--- src/rtl/vwc_pkg.sv ---
// Package for the voxel web classifier: payload structs, codes, constants.
// Used by the front, queue, back, top and bench modules; depends on nothing.
`timescale 1ns / 1ps
`default_nettype none

package vwc_pkg;

    localparam int GRID_SIDE_MAX_DEF = 64;
    localparam int QUEUE_DEPTH_DEF   = 2;
    localparam int CELL_W            = 24;  // widest store address (side 256)
    localparam int OUT_CELL_W        = 18;
    localparam int CFG_IDX_W         = 3;

    localparam logic [CFG_IDX_W-1:0] CFG_GRID_SIDE   = 3'd0;
    localparam logic [CFG_IDX_W-1:0] CFG_INDEX_SCALE = 3'd1;
    localparam logic [CFG_IDX_W-1:0] CFG_HALO_SCALE  = 3'd2;
    localparam logic [CFG_IDX_W-1:0] CFG_THRESHOLD   = 3'd3;

    localparam logic FUNC_LOAD  = 1'b0;
    localparam logic FUNC_QUERY = 1'b1;

    localparam logic [1:0] WEB_VOID     = 2'd0;
    localparam logic [1:0] WEB_SHEET    = 2'd1;
    localparam logic [1:0] WEB_FILAMENT = 2'd2;
    localparam logic [1:0] WEB_KNOT     = 2'd3;

    localparam logic [6:0]  GRID_SIDE_RST = 7'd64;
    localparam logic [31:0] SCALE_RST     = 32'h0001_0000;
    localparam logic [31:0] THRESHOLD_RST = 32'h0000_0000;

    typedef struct packed {
        logic               func;
        logic [31:0]        pos_x;
        logic [31:0]        pos_y;
        logic [31:0]        pos_z;
        logic signed [31:0] eigen_first;
        logic signed [31:0] eigen_second;
        logic signed [31:0] eigen_third;
        logic [63:0]        halo_tag;
    } t_in;

    typedef struct packed {
        logic [63:0]           halo_tag_out;
        logic [1:0]            web_type;
        logic [OUT_CELL_W-1:0] cell_index;
        logic                  out_of_range;
        logic [31:0]           knot_total;
        logic [31:0]           filament_total;
        logic [31:0]           sheet_total;
        logic [31:0]           void_total;
    } t_out;

    typedef struct packed {
        logic [6:0]         grid_side;
        logic [31:0]        index_scale;
        logic [31:0]        halo_unit_scale;
        logic signed [31:0] eigen_threshold;
    } t_cfg;

    // one classified item travelling from front to back
    typedef struct packed {
        logic               func;
        logic signed [31:0] eigen_first;
        logic signed [31:0] eigen_second;
        logic signed [31:0] eigen_third;
        logic [63:0]        halo_tag;
        logic               oor;
        logic [CELL_W-1:0]  vox;
    } t_job;

endpackage

`default_nettype wire

--- src/rtl/vwc_front.sv ---
// Front end: accepts items and turns positions into a voxel index.
// One shared 32x32 multiplier is stepped through the axes. Depends on vwc_pkg.
`timescale 1ns / 1ps
`default_nettype none

module vwc_front #(
    parameter int GRID_SIDE_MAX = 64
) (
    input  wire logic          i_clk,
    input  wire logic          i_rst_n,
    input  wire vwc_pkg::t_cfg i_cfg,
    input  wire logic          i_valid,
    output logic               o_ready,
    input  wire vwc_pkg::t_in  i_item,
    output logic               o_job_valid,
    input  wire logic          i_job_ready,
    output vwc_pkg::t_job      o_job
);
    import vwc_pkg::*;

    localparam int IW = $clog2(GRID_SIDE_MAX);
    localparam int SW = $clog2(GRID_SIDE_MAX + 1);

    typedef enum logic [3:0] {
        F_IDLE, F_HUS, F_SAT, F_IDX, F_CMP, F_SQ, F_KSQ, F_JS, F_SUM
    } t_fstate;

    t_fstate       r_state;
    t_in           r_item;
    logic [31:0]   r_pos [3];
    logic [IW-1:0] r_ax  [3];
    logic [1:0]    r_axis;
    logic          r_oor;
    logic [63:0]   r_prod;
    logic [31:0]   r_acc;

    logic [SW-1:0] side;
    logic [31:0]   mul_a;
    logic [31:0]   mul_b;
    logic [31:0]   sum;

    always_comb begin
        if (i_cfg.grid_side == '0) begin
            side = SW'(1);
        end else if (32'(i_cfg.grid_side) > 32'(GRID_SIDE_MAX)) begin
            side = SW'(GRID_SIDE_MAX);
        end else begin
            side = SW'(i_cfg.grid_side);
        end
    end

    always_comb begin
        unique case (r_state)
            F_HUS: begin
                mul_a = r_pos[r_axis];
                mul_b = i_cfg.halo_unit_scale;
            end
            F_IDX: begin
                mul_a = r_pos[r_axis];
                mul_b = i_cfg.index_scale;
            end
            F_SQ: begin
                mul_a = 32'(side);
                mul_b = 32'(side);
            end
            F_KSQ: begin
                mul_a = 32'(r_ax[2]);
                mul_b = r_prod[31:0];
            end
            F_JS: begin
                mul_a = 32'(r_ax[1]);
                mul_b = 32'(side);
            end
            default: begin
                mul_a = '0;
                mul_b = '0;
            end
        endcase
    end

    assign sum     = r_acc + r_prod[31:0];
    assign o_ready = (r_state == F_IDLE);

    assign o_job_valid        = (r_state == F_SUM);
    assign o_job.func         = r_item.func;
    assign o_job.eigen_first  = r_item.eigen_first;
    assign o_job.eigen_second = r_item.eigen_second;
    assign o_job.eigen_third  = r_item.eigen_third;
    assign o_job.halo_tag     = r_item.halo_tag;
    assign o_job.oor          = r_oor;
    assign o_job.vox          = r_oor ? '0 : sum[CELL_W-1:0];

    always_ff @(posedge i_clk) begin
        if (!i_rst_n) begin
            r_state <= F_IDLE;
        end else begin
            unique case (r_state)
                F_IDLE: begin
                    if (i_valid) begin
                        r_item   <= i_item;
                        r_pos[0] <= i_item.pos_x;
                        r_pos[1] <= i_item.pos_y;
                        r_pos[2] <= i_item.pos_z;
                        r_axis   <= '0;
                        r_oor    <= 1'b0;
                        r_state  <= (i_item.func == FUNC_QUERY) ? F_HUS : F_IDX;
                    end
                end
                F_HUS: begin
                    r_prod  <= 64'(mul_a) * 64'(mul_b);
                    r_state <= F_SAT;
                end
                F_SAT: begin
                    r_pos[r_axis] <= (r_prod[63:48] != '0) ? '1 : r_prod[47:16];
                    r_state       <= F_IDX;
                end
                F_IDX: begin
                    r_prod  <= 64'(mul_a) * 64'(mul_b);
                    r_state <= F_CMP;
                end
                F_CMP: begin
                    if (r_prod[63:24] >= 40'(side)) begin
                        r_oor <= 1'b1;
                    end
                    r_ax[r_axis] <= r_prod[24 +: IW];
                    if (r_axis == 2'd2) begin
                        r_state <= F_SQ;
                    end else begin
                        r_axis  <= r_axis + 1'b1;
                        r_state <= (r_item.func == FUNC_QUERY) ? F_HUS : F_IDX;
                    end
                end
                F_SQ: begin
                    r_prod  <= 64'(mul_a) * 64'(mul_b);
                    r_state <= F_KSQ;
                end
                F_KSQ: begin
                    r_prod  <= 64'(mul_a) * 64'(mul_b);
                    r_state <= F_JS;
                end
                F_JS: begin
                    r_acc   <= r_prod[31:0] + 32'(r_ax[0]);
                    r_prod  <= 64'(mul_a) * 64'(mul_b);
                    r_state <= F_SUM;
                end
                F_SUM: begin
                    if (i_job_ready) begin
                        r_state <= F_IDLE;
                    end
                end
                default: begin
                    r_state <= F_IDLE;
                end
            endcase
        end
    end

endmodule

`default_nettype wire

--- config.mk ---
export PLATFORM = sky130hd
export DESIGN_NAME = vwc_front
export DESIGN_NICKNAME = d
export VERILOG_FILES = /design/src/rtl/vwc_pkg.sv /design/src/rtl/vwc_front.sv
export SDC_FILE = /design/constraint.sdc
export NUM_CORES = 2
export LEC_CHECK = 0
export BUFFER_PORTS_ARGS = -buffer_cell sky130_fd_sc_hd__buf_2
export CAP_MARGIN = 10
export CORE_ASPECT_RATIO = 1.4
export CORE_UTILIZATION = 40
export DETAILED_ROUTE_END_ITERATION = 16
export MAX_ROUTING_LAYER = met4
export PLACE_DENSITY = 0.55
export SETUP_SLACK_MARGIN = 0.05
export SLEW_MARGIN = 20
export SYNTH_ARGS = -nofsm -noshare
export SYNTH_HDL_FRONTEND = slang
export SYNTH_SLANG_ARGS = --single-unit
--- constraint.sdc ---
create_clock -name i_clk -period 12.92 [get_ports i_clk]
set_clock_uncertainty 0.15 [all_clocks]
set_input_delay 0 -clock i_clk [delete_from_list [all_inputs] [get_ports i_clk]]
set_output_delay 0 -clock i_clk [all_outputs]
set_load 0.02 [all_outputs]
==> summary.txt <==
Placement
  – Routability congestion estimate: between 0.9 and 1
  – Final HPWL DP: 152100 um
  – I/O Buffers: 519
  – Place WS: about 2.4 ns

Setup path
  – Ordered list of cells on the worst path: buf_4, mux2_2, o21ai_0, nand2b_1, nor2_1, fa_1, inv_1, fa_1, fa_1, inv_1, fa_1, fa_1, fa_1, fa_1, fa_1, ha_1, a21oi_1, o21ai_0, nor3b_1, a2111oi_2, o211ai_1, nand2_2, a31oi_1, xnor2_1
  – Worst Path Arrival: 10.78 ns
  – Worst-path fanout max: 26
  – CP dominant cell by count: fa_1
  – Crit path buf inv count: 3
  – Biggest cell delay along the critical path: around 0.85 ns
  – CP Depth: 24
  – Worst setup SP type: register
  – Crit-path slowest cell: dfxtp_2
  – R2r endpoint: r_prod[59]
  – Crit. End Element: register
  – R2R Setup Slk: roughly 2.4 ns
  – Top delay family on crit path: adder cells
  – Kind of critical path: register to register
  – Worst Path Required: between 10 and 15 ns
  – Worst r2r path cells: 24

STA
  – Minimum clock period: 10.57 ns
  – Fin crit share: 0.8178
  – Fmax: 94.64 MHz
  – Final hold viol count: 0
  – TNS Setup: 0 ns
  – Hold Slack: approximately 0.015 ns
  – Relative slew slack: 0.1822
  – Pins Over Slew Limit: 0
  – Setup WS post-layout: 2.354 ns
  – Slew @ Worst Pin: 1.214 ns
  – RSZ-0062 raised after global routing: false
  – Final count of negative-setup-slack endpoints: 0

Clock network
  – Total CTS buffers: 42
  – Clk Tree Root Cell: clkbuf_16
  – Total clock sinks: 404
  – TritonCTS clock tree: built
  – Worst-path clk slew: around 0.060 ns
  – Max H-tree Level: 2
  – Clock tree buffer depth: 3
  – Clk_lat worst skew: 0.62 ns

Die
  – I/O pin count: about 550
  – DIE AREA: 0.1264 mm2
  – Die Y: 420.2 um
  – Initial Util: 0.4028
  – Chip Width: 300.7 um
  – Rows: 153
  – Core box area: ~0.12 mm2

Layout
  – Area Growth Syn to Fin: 19.24%
  – Final net count: 7441
  – Layout cell share with drive strength beyond 1: 0.1362
  – Final Core Density: 0.4804
  – Fill count: 11700

Power
  – Sw power: roughly 0.0027 W
  – Sequential fraction of design power: 0.278
  – Worst VDD drop: 0.09966 mV
  – PwrDens: 101.7 mW/mm2
  – LEAKAGE: ~27 nW
  – Sw frac: 0.4509
  – Pint: between 0.003 and 0.004 W
  – Combinational fraction of design power: 0.520
  – Clk pwr share: 0.202

Worst hold path
  – Hold path start: i_item[63]
  – Worst Hold End: o_job[88]
  – Hold path cells: 2
  – Worst Hold Class: input port to register

Yosys
  – Synth Net Count: 6678
  – Asr flop ratio synth: 0
  – Synthesized area: 0.04997 mm2
  – EDFF count, synth: 398
  – Main area contributors after synthesis: fa_1 (36%), edfxtp_1 (24%), ha_1 (7.6%)
  – Most frequent cell after synthesis: inv_1
  – Synth Area per Inst: roughly 9.8 um2
  – Most frequent cells after synthesis: inv_1 (946), fa_1 (898), nand2_1 (889)
  – Yosys reg bits: between 400 and 500
  – YS warnings: 0
  – Leading area contributor after synthesis: fa_1
  – Register area share after synthesis: 0.2416
  – Top cell type's share of synthesized area: 0.3597
  – Synth Flop Type: edfxtp_1
  – Distinct cells, synth: between 80 and 90
  – Synth Instances: 5113

Global routing
  – Largest net degree at the start of global routing: 75
  – First-pass GRT wire length: 290900 um
  – Antenna violations before repair: 38
  – Number of global-route vias before repair: 43860
  – Total GRT Usage: 0.3346
  – Total congestion overflow: 0

Flow run
  – Max Cap Viol: 0

Detailed routing
  – Post-route ant nets: 0
  – Vias per cell: 5.407
  – Via count: just over 40000
  – Drt wl/cell: 26.54 um
  – First-pass DRT Iterations: 9
  – DRC viols: 0
  – Final WL: 201100 um
  – DR iter-0 viols: 2921

Outcome
  – Status: finished clean
power by group through the flow:
stage	sequential [W]	combinational, W	clock (W)
2_1_floorplan	0.00169	0.00180	0
3_3_place_gp	0.00171	0.00297	0
3_5_place_dp	0.00171	0.00300	0
4_1_cts	0.00168	0.00311	0.00124
5_1_grt	0.00169	0.00337	0.00128
6_report	0.00169	0.00315	0.00123
state kept, by name, summed over array words and instances, names as in the netlist, named ones only:
signal / flops
r_prod: 64
r_pos: 128
r_axis: 2
r_ax: 18
r_acc: 24
r_state: 4
r_oor: 1
o_job: 161
layout make-up:
class | instances | area (um2) | area share
diodes | 40 | 100.1 | 0.001680
clock buffers | 51 | 1126 | 0.01890
clock inverters | 26 | 230.2 | 0.003864
inverters | 946 | 3556 | 0.05968
multi-input cells | 3499 | 33430 | 0.5610
flip-flops and latches | 404 | 12070 | 0.2026
well taps | 1627 | 2036 | 0.03416
repair buffers | 983 | 7039 | 0.1181
stage by stage:
step           cell area (um2)  total power [W]  std cells
2_1_floorplan            49970         0.003491       5113
3_3_place_gp             54340         0.004679       7081
3_5_place_dp             54340         0.004707       7081
4_1_cts                  59480         0.006033       7536
5_1_grt                  59570         0.006338       7570
6_report                 59590         0.006063       7576
placed cells by master (no fill, tap or decap), drive strengths merged, types with 25 or more instances in the layout:
cell,instances
inv,949
fa,898
nand2,893
buf,605
nor2,533
edfxtp,398
dlygate4sd3,378
ha,303
o21ai,183
a21oi,115
xnor2,66
clkbuf,51
a21o,48
and2,43
nand2b,41
diode,40
xor2,34
mux2,32
mux2i,30
a22oi,25
cells by family after synthesis:
group,Yosys count,share of synthesized area
simple gates,1650,0.1355
buf+inv,1210,0.09266
fa+ha+maj,1201,0.4356
compound gates,483,0.06262
flops,404,0.2416
xor+xnor,100,0.01753
mux,65,0.01457
what timing repair did:
item	in CTS	in global routing
hold buffers	378	0
setup buffers	0	0
endpoints found under the hold margin	330	0
gates resized for setup	0	0
how the worst max path moves through the flow:
stage | start | end | slack [ns]
2_1_floorplan | r_state[0] | r_prod[48] | 4.69
4_1_cts | register | r_prod[59] | 2.34
5_1_grt | register | r_prod[59] | 2.09
3_3_place_gp | register | r_prod[59] | 2.40
3_5_place_dp | register | r_prod[59] | 2.37
6_report | register | r_prod[59] | 2.35
layer usage:
metal  global-route usage  vias to the layer above  wire (um)
met5                    -                        -          0
met4               0.3021                        0      22460
met3              0.07254                      770      15300
met2               0.5499                     2021      98340
met1               0.3323                    20810      64950
li1                     -                    17360          -
(Power assumes the default switching activity.)
