File: config.mk
export PLATFORM = sky130hd
export DESIGN_NAME = vwc_queue
export DESIGN_NICKNAME = d
export VERILOG_FILES = /design/src/rtl/vwc_pkg.sv /design/src/rtl/vwc_queue.sv
export SDC_FILE = /design/constraint.sdc
export NUM_CORES = 1
export LEC_CHECK = 0
export ABC_AREA = 1
export BUFFER_PORTS_ARGS = -buffer_cell sky130_fd_sc_hd__buf_2
export CAP_MARGIN = 15
export CORE_UTILIZATION = 46
export CTS_BUF_LIST = sky130_fd_sc_hd__clkbuf_4 sky130_fd_sc_hd__clkbuf_8
export DETAILED_ROUTE_END_ITERATION = 10
export PLACE_DENSITY = 0.71
export SETUP_SLACK_MARGIN = 0.15
export SYNTH_ARGS = -nofsm -noshare
export SYNTH_HDL_FRONTEND = slang
export SYNTH_SLANG_ARGS = --single-unit
export TNS_END_PERCENT = 50
File: constraint.sdc
create_clock -name i_clk -period 19.57 [get_ports i_clk]
set_input_delay 3.914 -clock i_clk [delete_from_list [all_inputs] [get_ports i_clk]]
set_output_delay 3.914 -clock i_clk [all_outputs]
set_load 0.1 [all_outputs]
File: src/rtl/vwc_pkg.sv
// Package for the voxel web classifier: payload structs, codes, constants.
// Used by the front, queue, back, top and bench modules; depends on nothing.
`timescale 1ns / 1ps
`default_nettype none

package vwc_pkg;

    localparam int GRID_SIDE_MAX_DEF = 64;
    localparam int QUEUE_DEPTH_DEF   = 2;
    localparam int CELL_W            = 24;  // widest store address (side 256)
    localparam int OUT_CELL_W        = 18;
    localparam int CFG_IDX_W         = 3;

    localparam logic [CFG_IDX_W-1:0] CFG_GRID_SIDE   = 3'd0;
    localparam logic [CFG_IDX_W-1:0] CFG_INDEX_SCALE = 3'd1;
    localparam logic [CFG_IDX_W-1:0] CFG_HALO_SCALE  = 3'd2;
    localparam logic [CFG_IDX_W-1:0] CFG_THRESHOLD   = 3'd3;

    localparam logic FUNC_LOAD  = 1'b0;
    localparam logic FUNC_QUERY = 1'b1;

    localparam logic [1:0] WEB_VOID     = 2'd0;
    localparam logic [1:0] WEB_SHEET    = 2'd1;
    localparam logic [1:0] WEB_FILAMENT = 2'd2;
    localparam logic [1:0] WEB_KNOT     = 2'd3;

    localparam logic [6:0]  GRID_SIDE_RST = 7'd64;
    localparam logic [31:0] SCALE_RST     = 32'h0001_0000;
    localparam logic [31:0] THRESHOLD_RST = 32'h0000_0000;

    typedef struct packed {
        logic               func;
        logic [31:0]        pos_x;
        logic [31:0]        pos_y;
        logic [31:0]        pos_z;
        logic signed [31:0] eigen_first;
        logic signed [31:0] eigen_second;
        logic signed [31:0] eigen_third;
        logic [63:0]        halo_tag;
    } t_in;

    typedef struct packed {
        logic [63:0]           halo_tag_out;
        logic [1:0]            web_type;
        logic [OUT_CELL_W-1:0] cell_index;
        logic                  out_of_range;
        logic [31:0]           knot_total;
        logic [31:0]           filament_total;
        logic [31:0]           sheet_total;
        logic [31:0]           void_total;
    } t_out;

    typedef struct packed {
        logic [6:0]         grid_side;
        logic [31:0]        index_scale;
        logic [31:0]        halo_unit_scale;
        logic signed [31:0] eigen_threshold;
    } t_cfg;

    // one classified item travelling from front to back
    typedef struct packed {
        logic               func;
        logic signed [31:0] eigen_first;
        logic signed [31:0] eigen_second;
        logic signed [31:0] eigen_third;
        logic [63:0]        halo_tag;
        logic               oor;
        logic [CELL_W-1:0]  vox;
    } t_job;

endpackage

`default_nettype wire

File: src/rtl/vwc_queue.sv
// Small register FIFO of classified items between front and back.
// Depends on vwc_pkg.
`timescale 1ns / 1ps
`default_nettype none

module vwc_queue #(
    parameter int DEPTH = 2
) (
    input  wire logic          i_clk,
    input  wire logic          i_rst_n,
    input  wire logic          i_push_valid,
    output logic               o_push_ready,
    input  wire vwc_pkg::t_job i_push_job,
    output logic               o_pop_valid,
    input  wire logic          i_pop_ready,
    output vwc_pkg::t_job      o_pop_job
);
    import vwc_pkg::*;

    localparam int PW = (DEPTH > 1) ? $clog2(DEPTH) : 1;
    localparam int CW = $clog2(DEPTH + 1);

    t_job          r_mem [DEPTH];
    logic [PW-1:0] r_wp;
    logic [PW-1:0] r_rp;
    logic [CW-1:0] r_cnt;
    logic          push;
    logic          pop;

    assign o_push_ready = (r_cnt != CW'(DEPTH));
    assign o_pop_valid  = (r_cnt != '0);
    assign o_pop_job    = r_mem[r_rp];
    assign push         = i_push_valid && o_push_ready;
    assign pop          = o_pop_valid && i_pop_ready;

    always_ff @(posedge i_clk) begin
        if (push) begin
            r_mem[r_wp] <= i_push_job;
        end
        if (!i_rst_n) begin
            r_wp  <= '0;
            r_rp  <= '0;
            r_cnt <= '0;
        end else begin
            if (push) begin
                r_wp <= (r_wp == PW'(DEPTH - 1)) ? '0 : r_wp + 1'b1;
            end
            if (pop) begin
                r_rp <= (r_rp == PW'(DEPTH - 1)) ? '0 : r_rp + 1'b1;
            end
            if (push && !pop) begin
                r_cnt <= r_cnt + 1'b1;
            end else if (pop && !push) begin
                r_cnt <= r_cnt - 1'b1;
            end
        end
    end

endmodule

`default_nettype wire

==> results.sh, run 1 <==
export IMPL_pwr_density_cell_nw_per_um2=167
export IMPL_grt_pass1_wl_um=39000
export IMPL_design_core_area_sq_um=30500
export IMPL_setup_viol=0
export IMPL_layout_common_cells="buf_2 (377), edfxtp_1 (372), mux2_4 (140), clkbuf_8 (61), mux2_2 (46)"
export IMPL_grt_ovfl_total=0
export IMPL_crit_buf_inv=3
export IMPL_cts_sinks=377
export IMPL_clk_path_buf_depth=3
export IMPL_place_hpwl_um=18100
export IMPL_critical_path_top_delay_family="buffers and inverters"
export IMPL_hold_viol=0
export IMPL_boundaryPins=378
export IMPL_mostFrequentLayoutCell="buf_2"
export IMPL_dp_cells=1373
export IMPL_track_usage=0.164
export IMPL_synth_top_area_share=0.784
export IMPL_initial_core_util=0.467
export IMPL_htree_levels=2
export IMPL_cts_resized=0
export IMPL_finClkSkew_ns=0.0184
export IMPL_critPathKind="reg2out"
export IMPL_cp_data_arrival_time_ns=3.57
export IMPL_yosys_area_top_type="edfxtp_1"
export IMPL_die_height_um=178
export IMPL_rows=64
export IMPL_final_cell_count_no_fill=1479
export IMPL_status="finished clean"
export IMPL_cp_max_fo=49
export IMPL_p_sw_frac=0.455
export IMPL_cts_tree="yes"
export IMPL_synthCells=616
export IMPL_p_comb_frac=0.434
export IMPL_maxCapViolations=0
export IMPL_io_buffers=377
export IMPL_synth_adder_area_share=0.000879
export IMPL_finalWirelength_um=27500
export IMPL_synth_distinct_cells=15
export IMPL_drt_iter0_drc=388
export IMPL_root_buffer="clkbuf_8"
export IMPL_clock_fmax_ghz=0.134
export IMPL_synth_compound_area_share=0.00158
export IMPL_path_common_cell="buf_4"
export IMPL_synthSimpleGateAreaFrac=0.00527
export IMPL_grt_pass1_vias=7377
export IMPL_worst_slew_pin_slew_ns=1.08
export IMPL_switchingPower_mw=1.34
export IMPL_postCtsSetupBuffers=0
export IMPL_drc=0
export IMPL_slew_limit_headroom=0.283
export IMPL_synth_top_family_by_area="multiplexers"
export IMPL_seq_area_frac_synth=0.791
export IMPL_p_int_mw=1.61
export IMPL_hold_path_class="reg2reg"
export IMPL_irDropWorstVdd_mv=0.140
export IMPL_synthMuxAreaShare=0.184
export IMPL_cts_hold_fix_buffers=0
export IMPL_antenna_found_initial=6
export IMPL_area_growth_pct=23.5
export IMPL_clk_latency_ns=0.56
export IMPL_drive_gt1_frac=0.609
export IMPL_wl_per_cell_um=18.6
export IMPL_netlist_top_cells_area="edfxtp_1 (78%), mux2_4 (15%), mux2_2 (3.6%)"
export IMPL_end_kind="primary output"
export IMPL_nets=1229
export IMPL_slew_violations=0
export IMPL_cp_slowest_cell="dfxtp_4"
export IMPL_grt_max_degree=187
export IMPL_rsz0062_at_grt="false"
export IMPL_cts_buffers=59
export IMPL_die_area_sq_um=31700
export IMPL_synth_xor_area_frac=0
export IMPL_syn_avg_cell_area_sq_um=23.1
export IMPL_gp_congestion=0.789
export IMPL_dr_pass1_iters=4
export IMPL_seq_power_share=0.363
export IMPL_p_clk_frac=0.204
export IMPL_syn_nets=807
export IMPL_post_route_min_period_ns=7.48
export IMPL_p_leak_nw=6.86
export IMPL_cp_start_kind="register"
export IMPL_ys_seq_elements=377
export IMPL_hold_start="r_rp"
export IMPL_required_ns=15.66
export IMPL_yosysWarningCount=0
export IMPL_viasPerCell=4.80
export IMPL_crit_chain="buf_4 -> buf_4 -> mux2_4 -> buf_2"
export IMPL_path_clk_slew_ns=0.06
export IMPL_postRouteAntennaNets=0
export IMPL_post_route_period_util=0.382
export IMPL_cpPeakStageDelay_ns=0.86
export IMPL_via_count=7104
export IMPL_die_w_um=178
export IMPL_r2r_start="r_cnt[0]"
export IMPL_fin_setup_tns_ns=0
export IMPL_netlist_area_sq_um=14200
-- metrics by stage --
| stage | util | cell area (sq um) | hold WS [ns] | setup WS (ns) | total power [mW] |
|---|---|---|---|---|---|
| 6_report | 0.576 | 17600 | 0.512 | 12.09 | 2.94 |
| 3_3_place_gp | 0.541 | 16500 | 0.480 | 12.68 | 2.36 |
| 5_1_grt | 0.576 | 17600 | 0.562 | 11.90 | 3.04 |
| 2_1_floorplan | - | 14200 | 0.467 | 7.05 | 2.24 |
| 3_5_place_dp | 0.541 | 16500 | 0.504 | 12.65 | 2.37 |
| 4_1_cts | 0.576 | 17600 | 0.519 | 12.01 | 2.97 |
-- tightest hold or removal path, stage by stage, from the launching register on --
cell and delay (ns):
dfxtp_1 0.33, nor2_1 0.06, nor2_1 0.09
-- metal layers --
layer  track usage  vias to the layer above  wire length (um)
li1              -                     3298                 -
met1         0.171                     3438              9820
met2         0.293                      295             14400
met3        0.0576                       71              2330
met4        0.0801                        2               938
met5             0                        -                17
-- path summary, 6_finish.rpt --
path,slack (ns),end,depth (start not counted)
setup / recovery,12.09,o_pop_job[49],4
hold / removal,0.51,register,2
setup reg to reg,17.25,r_mem[1][42],5
hold reg to reg,0.51,register,2
-- state kept, by name, summed over array words and instances, names as in the netlist, named ones only --
name   count
r_mem    372
r_cnt      2
r_rp       1
r_wp       1
-- synth_stat cells --
| master | n |
|---|---|
| a21oi_1 | 1 |
| buf_2 | 4 |
| buf_6 | 17 |
| dfxtp_1 | 5 |
| edfxtp_1 | 372 |
| ha_1 | 1 |
| inv_1 | 8 |
| mux2_2 | 46 |
| mux2_4 | 140 |
| nand2_1 | 9 |
| nand3_1 | 1 |
| nand4_1 | 1 |
| nor2_1 | 8 |
| o21a_1 | 1 |
| o21ai_0 | 2 |
-- final cells by class --
cell class	count	area [sq um]
Fill cell	2355	12900
Sequential cell	377	11300
Multi-Input combinational cell	210	2750
Timing Repair Buffer	382	1950
Clock buffer	81	990
Tap cell	396	495
Clock inverter	20	86.3
Inverter	8	30.0
Antenna cell	5	12.5
-- power groups by stage --
stage	clock [mW]	combinational [mW]	sequential (mW)
global placement	0	1.28	1.08
floorplan	0	1.15	1.09
global route	0.650	1.32	1.08
CTS	0.618	1.28	1.07
detailed placement	0	1.28	1.09
finish	0.599	1.28	1.07
-- logic make-up after synthesis --
family                     after synthesis
buffers and inverters                   29
AOI/OAI and AO/OA                        4
adders and majority gates                1
and+or+nand+nor                         19
muxes                                  186
DFF                                    377
(Power assumes the default switching activity.)
==> run 2, diff against run 1 <==
clock period = 7.2 ns   (was 19.57 ns; I/O delays follow)
==> run 2 against run 1 <==
Setup slack got worse by 9.3 ns; sequential share of layout area fell by 0.25 points; worst hold slack got worse by 0.011 ns; critical path depth fell by 1; clock skew rose by 0.0021 ns; clock-buffer cell count fell by 2; die area did not move; largest cell class unchanged.
==> results.sh, run 2 (synthesis results as in run 1) <==
export IMPL_postCtsSetupBuffers=0
export IMPL_postRouteAntennaNets=0
export IMPL_antenna_found_initial=5
export IMPL_irDropWorstVdd_mv=0.265
export IMPL_nets=1227
export IMPL_crit_chain="buf_4 -> mux2_4 -> buf_2"
export IMPL_largest_reg_flops=372
export IMPL_fin_setup_tns_ns=0
export IMPL_wl_per_cell_um=18.2
export IMPL_cts_resized=0
export IMPL_hold_viol=0
export IMPL_via_count=7062
export IMPL_clk_path_buf_depth=3
export IMPL_worst_slew_pin_slew_ns=1.17
export IMPL_setup_ws_ns=2.75
export IMPL_setup_viol=0
export IMPL_cts_hold_fix_buffers=0
export IMPL_htree_levels=2
export IMPL_slew_limit_headroom=0.219
export IMPL_layout_common_cells="buf_2 (377), edfxtp_1 (372), mux2_4 (140), clkbuf_8 (61), mux2_2 (46)"
export IMPL_grt_ovfl_total=0
export IMPL_gp_congestion=0.764
export IMPL_area_growth_pct=23.9
export IMPL_pre_cts_ws_ns=3.34
export IMPL_design_core_area_sq_um=30500
export IMPL_critPathKind="reg2out"
export IMPL_crit_buf_inv=2
export IMPL_die_area_sq_um=31700
export IMPL_mostFrequentLayoutCell="buf_2"
export IMPL_required_ns=5.76
export IMPL_maxCapViolations=0
export IMPL_cp_data_arrival_time_ns=3.01
export IMPL_end_kind="primary output"
export IMPL_critical_path_top_delay_family="buffers and inverters"
export IMPL_cp_max_fo=51
export IMPL_die_w_um=178
export IMPL_cp_slowest_cell="dfxtp_4"
export IMPL_cp_start_kind="register"
export IMPL_cpPeakStageDelay_ns=0.91
export IMPL_clk_latency_ns=0.57
export IMPL_rsz0062_at_grt="false"
export IMPL_dp_cells=1372
export IMPL_drc=0
export IMPL_reg2regPathDepth=5
export IMPL_finalWirelength_um=26900
export IMPL_place_hpwl_um=17400
export IMPL_cts_sinks=377
export IMPL_pwr_density_cell_nw_per_um2=458
export IMPL_finClkSkew_ns=0.0205
export IMPL_hold_path_depth=2
export IMPL_boundaryPins=378
export IMPL_root_buffer="clkbuf_8"
export IMPL_worst_path_stages=3
export IMPL_grt_max_degree=187
export IMPL_hold_path_class="reg2reg"
export IMPL_track_usage=0.161
export IMPL_final_cell_count_no_fill=1483
export IMPL_rows=64
export IMPL_post_route_min_period_ns=4.45
export IMPL_totalPowerFinal_mw=8.09
export IMPL_post_route_period_util=0.618
export IMPL_dpl_cell_area_sq_um=16500
export IMPL_initial_core_util=0.467
export IMPL_viasPerCell=4.76
export IMPL_drt_iter0_drc=389
export IMPL_path_clk_slew_ns=0.06
export IMPL_status="finished clean"
export IMPL_die_height_um=178
export IMPL_cts_tree="yes"
export IMPL_grt_pass1_vias=7355
export IMPL_cts_buffers=58
export IMPL_dr_pass1_iters=6
export IMPL_io_buffers=377
export IMPL_p_leak_nw=6.90
export IMPL_stdcell_area_sq_um=17700
export IMPL_clock_fmax_ghz=0.225
export IMPL_drive_gt1_frac=0.607
export IMPL_regMostFlops="r_mem"
export IMPL_slew_violations=0
export IMPL_largestRegisters="r_mem x372, r_cnt x2"
export IMPL_grt_pass1_wl_um=38600
==> run 2: changes by cell type in the layout (fill, tap and decap cells not counted), moves of 2 or more <==
cell	before	now
buf_4	3	1
bufinv_16	0	2
clkbuf_4	20	18
clkinv_1	16	20
clkinv_2	2	7
diode_2	5	3
==> run 2: cell type report <==
type	count	area [sq um]
tap	396	495
inverter	8	30.0
antenna	3	7.51
clock buffer	79	975
sequential	377	11300
clock inverter	29	170
fill	2314	12900
timing repair buffer	381	1950
multi-input combinational	210	2750
==> run 2: worst paths after layout <==
path	startpoint	slack [ns]	end
worst min register to register	r_rp	0.50	register
worst min-delay path	r_rp	0.50	register
worst max register to register	r_cnt[0]	5.02	r_mem[0][151]
worst max-delay path	register	2.75	o_pop_job[90]
==> run 2: metal layers <==
metal  vias up  wire length, um  global-route usage
li1       3303                -                   -
met1      3407            10100               0.180
met2       276            13900               0.282
met3        70             2140              0.0518
met4         6              786              0.0694
met5         -               34                   0
==> run 2: stage by stage <==
step                      hold slack [ns]   util
after floorplan                     0.467      -
after global placement              0.481  0.541
after detailed placement            0.484  0.541
after CTS                           0.502  0.578
after global routing                0.560  0.579
final                               0.501  0.579
==> run 2: worst min-delay path, stage by stage, from the launching register on <==
cell     delay, ns
dfxtp_1       0.33
nor2_1        0.06
nor2_1        0.08
==> run 2: power by group <==
group | switching [mW] | internal, mW | total (mW)
sequential | 0.111 | 2.78 | 2.90
combinational | 2.78 | 0.704 | 3.48
clock | 0.766 | 0.946 | 1.71
